===== src/hdl/spq_pkg.sv =====
`timescale 1ns / 1ps

package spq_pkg;

    localparam int ID_W     = 5;
    localparam int PRIO_W   = 8;
    localparam int STATUS_W = 2;
    localparam int COUNT_W  = 6;

    typedef enum logic [1:0] {
        MODE_INSERT = 2'd0,
        MODE_PEEK   = 2'd1,
        MODE_POP    = 2'd2,
        MODE_REMOVE = 2'd3
    } t_mode;

    typedef enum logic [STATUS_W-1:0] {
        ST_OK   = 2'd0,
        ST_MISS = 2'd1,
        ST_FULL = 2'd2
    } t_status;

    typedef struct packed {
        logic ins_en;
        logic pop_en;
        logic rem_en;
    } t_cell_ctrl;

endpackage


===== src/hdl/stable_priority_process_queue.sv =====
`timescale 1ns / 1ps
// Sorted ready queue of process ids, highest priority first, FIFO among equals.
// Command channel: drive i_mode, i_proc_id, i_priority_req with start high;
// the word is taken at a rising edge where start is high and busy is low.
// Modes: insert, peek head, pop head, remove by id.
// Storage is a row of DEPTH cells; every cell compares its entry with the
// command word and loads from its left or right neighbor or the command word, so
// an insert or delete shifts the whole row at once.
// The result is registered as the busy cycle ends and appears on the o_ ports,
// marked by o_done for exactly one cycle. busy is high for the one cycle in
// which the cell row updates, so no new word is accepted until that update
// pass through the cell row is done.
// The result is not held: the receiver must take it in the o_done cycle.
// Reset (i_rst_n low, synchronous) empties the queue and clears any pending
// command; entry contents are not cleared, only the cell valid flags.
module stable_priority_process_queue #(
    parameter int DEPTH     = 32,
    parameter int PRIO_BITS = 8
) (
    input  logic                         i_clk,
    input  logic                         i_rst_n,
    input  logic                         start,
    output logic                         busy,
    input  logic [1:0]                   i_mode,
    input  logic [spq_pkg::ID_W-1:0]     i_proc_id,
    input  logic [spq_pkg::PRIO_W-1:0]   i_priority_req,
    output logic                         o_done,
    output logic [spq_pkg::STATUS_W-1:0] o_status,
    output logic [spq_pkg::ID_W-1:0]     o_result_id,
    output logic [spq_pkg::PRIO_W-1:0]   o_result_priority,
    output logic [spq_pkg::COUNT_W-1:0]  o_entry_count
);
    import spq_pkg::*;

    localparam int CW = $clog2(DEPTH + 1);

    logic                 r_pend;
    t_mode                r_mode;
    logic [ID_W-1:0]      r_pid;
    logic [PRIO_BITS-1:0] r_prio;
    logic [CW-1:0]        r_count;
    logic [CW-1:0]        n_count;

    logic                 r_done;
    t_status              r_status;
    t_status              n_status;
    logic [ID_W-1:0]      r_res_id;
    logic [ID_W-1:0]      n_res_id;
    logic [PRIO_BITS-1:0] r_res_prio;
    logic [PRIO_BITS-1:0] n_res_prio;

    logic [ID_W-1:0]      w_id    [DEPTH];
    logic [PRIO_BITS-1:0] w_prio  [DEPTH];
    logic                 w_valid [DEPTH];
    logic                 w_ins   [DEPTH];
    logic                 w_found [DEPTH];
    logic                 w_hit   [DEPTH];

    logic                 w_full;
    logic                 w_empty;
    logic                 w_any;
    logic [PRIO_BITS-1:0] w_hit_prio;
    t_cell_ctrl           w_ctrl;

    assign busy              = r_pend;
    assign o_done            = r_done;
    assign o_status          = r_status;
    assign o_result_id       = r_res_id;
    assign o_result_priority = PRIO_W'(r_res_prio);
    assign o_entry_count     = COUNT_W'(r_count);

    assign w_full  = (r_count == CW'(DEPTH));
    assign w_empty = (r_count == '0);
    assign w_any   = w_found[DEPTH-1];

    assign w_ctrl.ins_en = r_pend && (r_mode == MODE_INSERT) && !w_full;
    assign w_ctrl.pop_en = r_pend && (r_mode == MODE_POP) && !w_empty;
    assign w_ctrl.rem_en = r_pend && (r_mode == MODE_REMOVE) && w_any;

    genvar g;
    generate
        for (g = 0; g < DEPTH; g++) begin : g_cell
            logic [ID_W-1:0]      l_id;
            logic [PRIO_BITS-1:0] l_prio;
            logic                 l_valid;
            logic                 l_ins;
            logic [ID_W-1:0]      rt_id;
            logic [PRIO_BITS-1:0] rt_prio;
            logic                 rt_valid;
            logic                 l_found;

            if (g == 0) begin : g_head
                assign l_id    = '0;
                assign l_prio  = '0;
                assign l_valid = 1'b0;
                assign l_ins   = 1'b0;
                assign l_found = 1'b0;
            end else begin : g_body
                assign l_id    = w_id[g-1];
                assign l_prio  = w_prio[g-1];
                assign l_valid = w_valid[g-1];
                assign l_ins   = w_ins[g-1];
                assign l_found = w_found[g-1];
            end

            if (g == DEPTH - 1) begin : g_tail
                assign rt_id    = '0;
                assign rt_prio  = '0;
                assign rt_valid = 1'b0;
            end else begin : g_inner
                assign rt_id    = w_id[g+1];
                assign rt_prio  = w_prio[g+1];
                assign rt_valid = w_valid[g+1];
            end

            spq_cell #(
                .PRIO_BITS(PRIO_BITS)
            ) u_cell (
                .i_clk        (i_clk),
                .i_rst_n      (i_rst_n),
                .i_ctrl       (w_ctrl),
                .i_pid        (r_pid),
                .i_prio       (r_prio),
                .i_left_id    (l_id),
                .i_left_prio  (l_prio),
                .i_left_valid (l_valid),
                .i_left_ins   (l_ins),
                .i_right_id   (rt_id),
                .i_right_prio (rt_prio),
                .i_right_valid(rt_valid),
                .i_found      (l_found),
                .o_id         (w_id[g]),
                .o_prio       (w_prio[g]),
                .o_valid      (w_valid[g]),
                .o_ins        (w_ins[g]),
                .o_found      (w_found[g]),
                .o_hit        (w_hit[g])
            );
        end
    endgenerate

    always_comb begin
        w_hit_prio = '0;
        for (int i = 0; i < DEPTH; i++) begin
            if (w_hit[i]) begin
                w_hit_prio = w_hit_prio | w_prio[i];
            end
        end
    end

    always_comb begin
        n_status   = ST_OK;
        n_res_id   = '0;
        n_res_prio = '0;
        n_count    = r_count;
        unique case (r_mode)
            MODE_INSERT: begin
                if (w_full) begin
                    n_status = ST_FULL;
                end else begin
                    n_res_id   = r_pid;
                    n_res_prio = r_prio;
                    n_count    = r_count + CW'(1);
                end
            end
            MODE_PEEK, MODE_POP: begin
                if (w_empty) begin
                    n_status = ST_MISS;
                end else begin
                    n_res_id   = w_id[0];
                    n_res_prio = w_prio[0];
                    if (r_mode == MODE_POP) begin
                        n_count = r_count - CW'(1);
                    end
                end
            end
            MODE_REMOVE: begin
                if (!w_any) begin
                    n_status = ST_MISS;
                end else begin
                    n_res_id   = r_pid;
                    n_res_prio = w_hit_prio;
                    n_count    = r_count - CW'(1);
                end
            end
            default: begin
                n_status = ST_MISS;
            end
        endcase
    end

    always_ff @(posedge i_clk) begin
        if (!i_rst_n) begin
            r_pend  <= 1'b0;
            r_done  <= 1'b0;
            r_count <= '0;
        end else begin
            r_done <= r_pend;
            if (r_pend) begin
                r_pend  <= 1'b0;
                r_count <= n_count;
            end else if (start) begin
                r_pend <= 1'b1;
            end
        end
    end

    always_ff @(posedge i_clk) begin
        if (start && !r_pend) begin
            r_mode <= t_mode'(i_mode);
            r_pid  <= i_proc_id;
            r_prio <= PRIO_BITS'(i_priority_req);
        end
        if (r_pend) begin
            r_status   <= n_status;
            r_res_id   <= n_res_id;
            r_res_prio <= n_res_prio;
        end
    end

endmodule


===== src/hdl/spq_cell.sv =====
`timescale 1ns / 1ps

module spq_cell #(
    parameter int PRIO_BITS = 8
) (
    input  logic                     i_clk,
    input  logic                     i_rst_n,
    input  spq_pkg::t_cell_ctrl      i_ctrl,
    input  logic [spq_pkg::ID_W-1:0] i_pid,
    input  logic [PRIO_BITS-1:0]     i_prio,
    input  logic [spq_pkg::ID_W-1:0] i_left_id,
    input  logic [PRIO_BITS-1:0]     i_left_prio,
    input  logic                     i_left_valid,
    input  logic                     i_left_ins,
    input  logic [spq_pkg::ID_W-1:0] i_right_id,
    input  logic [PRIO_BITS-1:0]     i_right_prio,
    input  logic                     i_right_valid,
    input  logic                     i_found,
    output logic [spq_pkg::ID_W-1:0] o_id,
    output logic [PRIO_BITS-1:0]     o_prio,
    output logic                     o_valid,
    output logic                     o_ins,
    output logic                     o_found,
    output logic                     o_hit
);
    import spq_pkg::*;

    logic [ID_W-1:0]      r_id;
    logic [PRIO_BITS-1:0] r_prio;
    logic                 r_valid;
    logic                 w_match;
    logic                 w_del;

    assign o_id    = r_id;
    assign o_prio  = r_prio;
    assign o_valid = r_valid;

    assign o_ins   = !r_valid || (i_prio > r_prio);
    assign w_match = r_valid && (r_id == i_pid);
    assign o_found = i_found || w_match;
    assign o_hit   = w_match && !i_found;
    assign w_del   = i_ctrl.pop_en || (i_ctrl.rem_en && o_found);

    always_ff @(posedge i_clk) begin
        if (!i_rst_n) begin
            r_valid <= 1'b0;
        end else if (i_ctrl.ins_en && o_ins) begin
            if (i_left_ins) begin
                r_valid <= i_left_valid;
            end else begin
                r_valid <= 1'b1;
            end
        end else if (w_del) begin
            r_valid <= i_right_valid;
        end
    end

    always_ff @(posedge i_clk) begin
        if (i_ctrl.ins_en && o_ins) begin
            if (i_left_ins) begin
                r_id   <= i_left_id;
                r_prio <= i_left_prio;
            end else begin
                r_id   <= i_pid;
                r_prio <= i_prio;
            end
        end else if (w_del) begin
            r_id   <= i_right_id;
            r_prio <= i_right_prio;
        end
    end

endmodule


===== config.mk =====
export PLATFORM = sky130hd
export DESIGN_NAME = stable_priority_process_queue
export DESIGN_NICKNAME = d
export VERILOG_FILES = /design/src/hdl/spq_pkg.sv /design/src/hdl/stable_priority_process_queue.sv /design/src/hdl/spq_cell.sv
export SDC_FILE = /design/constraint.sdc
export NUM_CORES = 2
export LEC_CHECK = 0
export ABC_AREA = 0
export BUFFER_PORTS_ARGS = -buffer_cell sky130_fd_sc_hd__buf_2
export CAP_MARGIN = 20
export CORE_MARGIN = 2
export CORE_UTILIZATION = 61
export DETAILED_ROUTE_END_ITERATION = 10
export GPL_TIMING_DRIVEN = 0
export PLACE_DENSITY = 0.74
export SYNTH_ARGS = -nofsm -noshare
export SYNTH_HDL_FRONTEND = slang
export SYNTH_HIERARCHICAL = 1
export SYNTH_SLANG_ARGS = --single-unit
export TNS_END_PERCENT = 30

===== constraint.sdc =====
create_clock -name i_clk -period 33.3 [get_ports i_clk]
set_input_delay 1.665 -clock i_clk [delete_from_list [all_inputs] [get_ports i_clk]]
set_output_delay 1.665 -clock i_clk [all_outputs]
set_load 0.05 [all_outputs]

==> reports/summary.md <==
### Clock network
- **post_cts resized** 0
- **number of sinks on the clock net** 486
- **latest clock arrival within the worst-skew pair** 0.65 ns
- **Clk Tree Root Cell** sky130_fd_sc_hd__clkbuf_16
- **Hold Buf Count CTS** 0
- **CTS tree** built
- **post-CTS setup buffer count** 0
- **count of H-tree levels built during CTS** 2
- **clock transition at the registers of the reported paths** 0.06 ns
- **number of buffers inserted during clock tree synthesis** 58
- **number of buffers on the longest clock path** 3

### STA
- **# setup viols final** 0
- **fmax** 76.5 MHz
- **slew at the pin with the worst max-slew slack** 1.15 ns
- **Setup Total Neg Slack** 0 ns
- **normalized max-slew margin** 0.226
- **Period Utilization, post-route** 0.393
- **RSZ-0062 raised after global routing** no
- **post-layout minimum cycle time** 13.08 ns
- **final slew viol count** 0
- **Clock Skews** 0.0234 ns
- **final hold violations** 0
- **slack of the critical path** 20.22 ns

### Final layout
- **most common cell after layout, fill and taps aside** sky130_fd_sc_hd__mux2_2
- **final-layout fill cell count** 4,818
- **fraction of layout instances using a drive strength above 1** 0.326
- **antenna diode instance count** 0
- **most frequent cells in the layout** 512 x sky130_fd_sc_hd__mux2_2, 446 x sky130_fd_sc_hd__edfxtp_1, 326 x sky130_fd_sc_hd__inv_1, 288 x sky130_fd_sc_hd__mux2_4, 265 x sky130_fd_sc_hd__ha_1
- **final layout net count** 3,998
- **multi-input gate area in the final layout** 23,900 um^2
- **area growth from synthesis to layout** 11.1%
- **FF+latch area** 14,200 um^2

### Floorplanning
- **Die W** 261 um
- **height of the chip** 261 um
- **Starting Density** 0.615
- **Boundary Pins** 41
- **area of the core** 65,500 um^2
- **Die Outline Area** 68,100 um^2
- **FP Rows** 94

### GRT
- **total routing resource utilization after global routing** 0.358
- **via count of the first global-routing pass** 29.4k
- **number of antenna violations at the first check in global routing** 0
- **global-route wire length before repair** 184 mm
- **pin count of the biggest net entering global routing** 68
- **remaining global-route overflow** 0

### Worst setup path
- **maximum single-stage delay on the critical path** 1.06 ns
- **Bufs and invs on worst path** 12
- **cell with the largest stage delay on the worst path** sky130_fd_sc_hd__o41ai_1
- **Crit Path Category** reg -> reg
- **category of the worst setup path capture point** register
- **CP most frequent cell** sky130_fd_sc_hd__o21bai_1
- **arrival time reported for the critical path endpoint** 13.36 ns
- **startpoint kind of the worst setup timing path** register
- **top cell family by delay on the critical path** compound AO/OA/AOI/OAI gates
- **maximum fanout count along the critical path** 20
- **required time of the critical path** 33.58 ns

### Routing
- **DRC marker count from the first detailed-route iteration** 3,272
- **post-route antenna net violation count** 0
- **detailed-router iteration count before antenna repair** 7
- **drt drc** 0
- **Avg Vias per Cell** 6.61
- **WL per Instance** 26.7 um
- **routed vias** 30.5k
- **aggregate routed wire length** 124 mm

### Run
- **number of max-capacitance violations reported** 0

### Placed design
- **worst-case setup slack after placement** 20.60 ns
- **last weighted congestion value of the routability-driven placer** 1.03
- **detailed placer's ending HPWL** 94.7 mm
- **number of input and output port buffers inserted** 40

### Synth
- **Warnings, synthesis** 6
- **mean instance size in the synthesized netlist** 11.4 um^2
- **post-synthesis instance total** 3,533
- **summed instance area of the synthesized netlist** 40,300 um^2

### Pwr
- **power after layout** 1670 uW
- **worst vdd rail ir drop** 0.0000432 V
- **PD cells** 37.3 nW/um^2
- **leakage power summed over all cells** 0.0174 uW

### Status
- **outcome** complete, no violations

### Worst hold path
- **Hold Path Class** reg -> reg

[power breakdown]
group | total [uW] | switching [uW] | internal, uW | leakage [uW]
Clock | 640 | 268 | 372 | 0.000930
Combinational | 290 | 151 | 139 | 0.0121
Sequential | 739 | 42.5 | 696 | 0.00440
[through the flow]
stage,area (um^2),hold WS (ns),utilization,cells
4_1_cts,44700,0.538,0.682,4622
3_5_place_dp,42800,0.529,0.654,4516
2_1_floorplan,40400,0.574,-,3567
5_1_grt,44700,0.587,0.683,4624
6_report,44700,0.544,0.683,4624
3_3_place_gp,41700,0.505,0.636,4471
[worst register-to-register path: cells and delay by family, from the launching register on]
kind / cells / cell delay (ns)
xor gates and xnor gates: 1 / 0.16
and+or+nand+nor: 3 / 0.52
buffers and inverters: 12 / 1.62
AOI/OAI and AO/OA: 33 / 9.57
DFF: 1 / 0.88
[state kept, by name (all words and copies together) (netlist names)]
signal	count
g_cell.u_cell/o_prio	256
g_cell.u_cell/o_id	160
g_cell.u_cell/o_valid	32
o_result_priority	8
r_prio	8
o_entry_count	6
o_result_id	5
r_pid	5
o_status	2
r_mode	2
busy	1
o_done	1
[worst paths after layout]
path,endpoint,slack [ns],cells after the start,from
worst max-delay path,o_result_priority[4]$_DFFE_PP_,20.22,49,r_pid[1]$_DFFE_PP_
worst min-delay path,o_entry_count[5]$_SDFFE_PN0P_,0.54,2,o_entry_count[5]$_SDFFE_PN0P_
worst max register to register,o_result_priority[4]$_DFFE_PP_,20.22,49,r_pid[1]$_DFFE_PP_
worst min register to register,o_entry_count[5]$_SDFFE_PN0P_,0.54,2,o_entry_count[5]$_SDFFE_PN0P_
[final cells by class]
type                            count  share of cell area
Buffer                            134              0.0238
Clock buffer                       74              0.0364
Clock inverter                     32             0.00551
Inverter                          326              0.0274
Multi-Input combinational cell   2621               0.535
Sequential cell                   486               0.317
Tap cell                          864              0.0242
Timing Repair Buffer               87              0.0306
[layer usage]
metal | vias up | part of all wire | GRT usage | routed length [um]
met5 | - | 0 | 0 | 0
met4 | 0 | 0.051 | 0.168 | 6300
met3 | 279 | 0.081 | 0.0518 | 10100
met2 | 1390 | 0.44 | 0.551 | 54600
met1 | 15100 | 0.43 | 0.497 | 52700
li1 | 13700 | - | - | -
(Power assumes the default switching activity.)
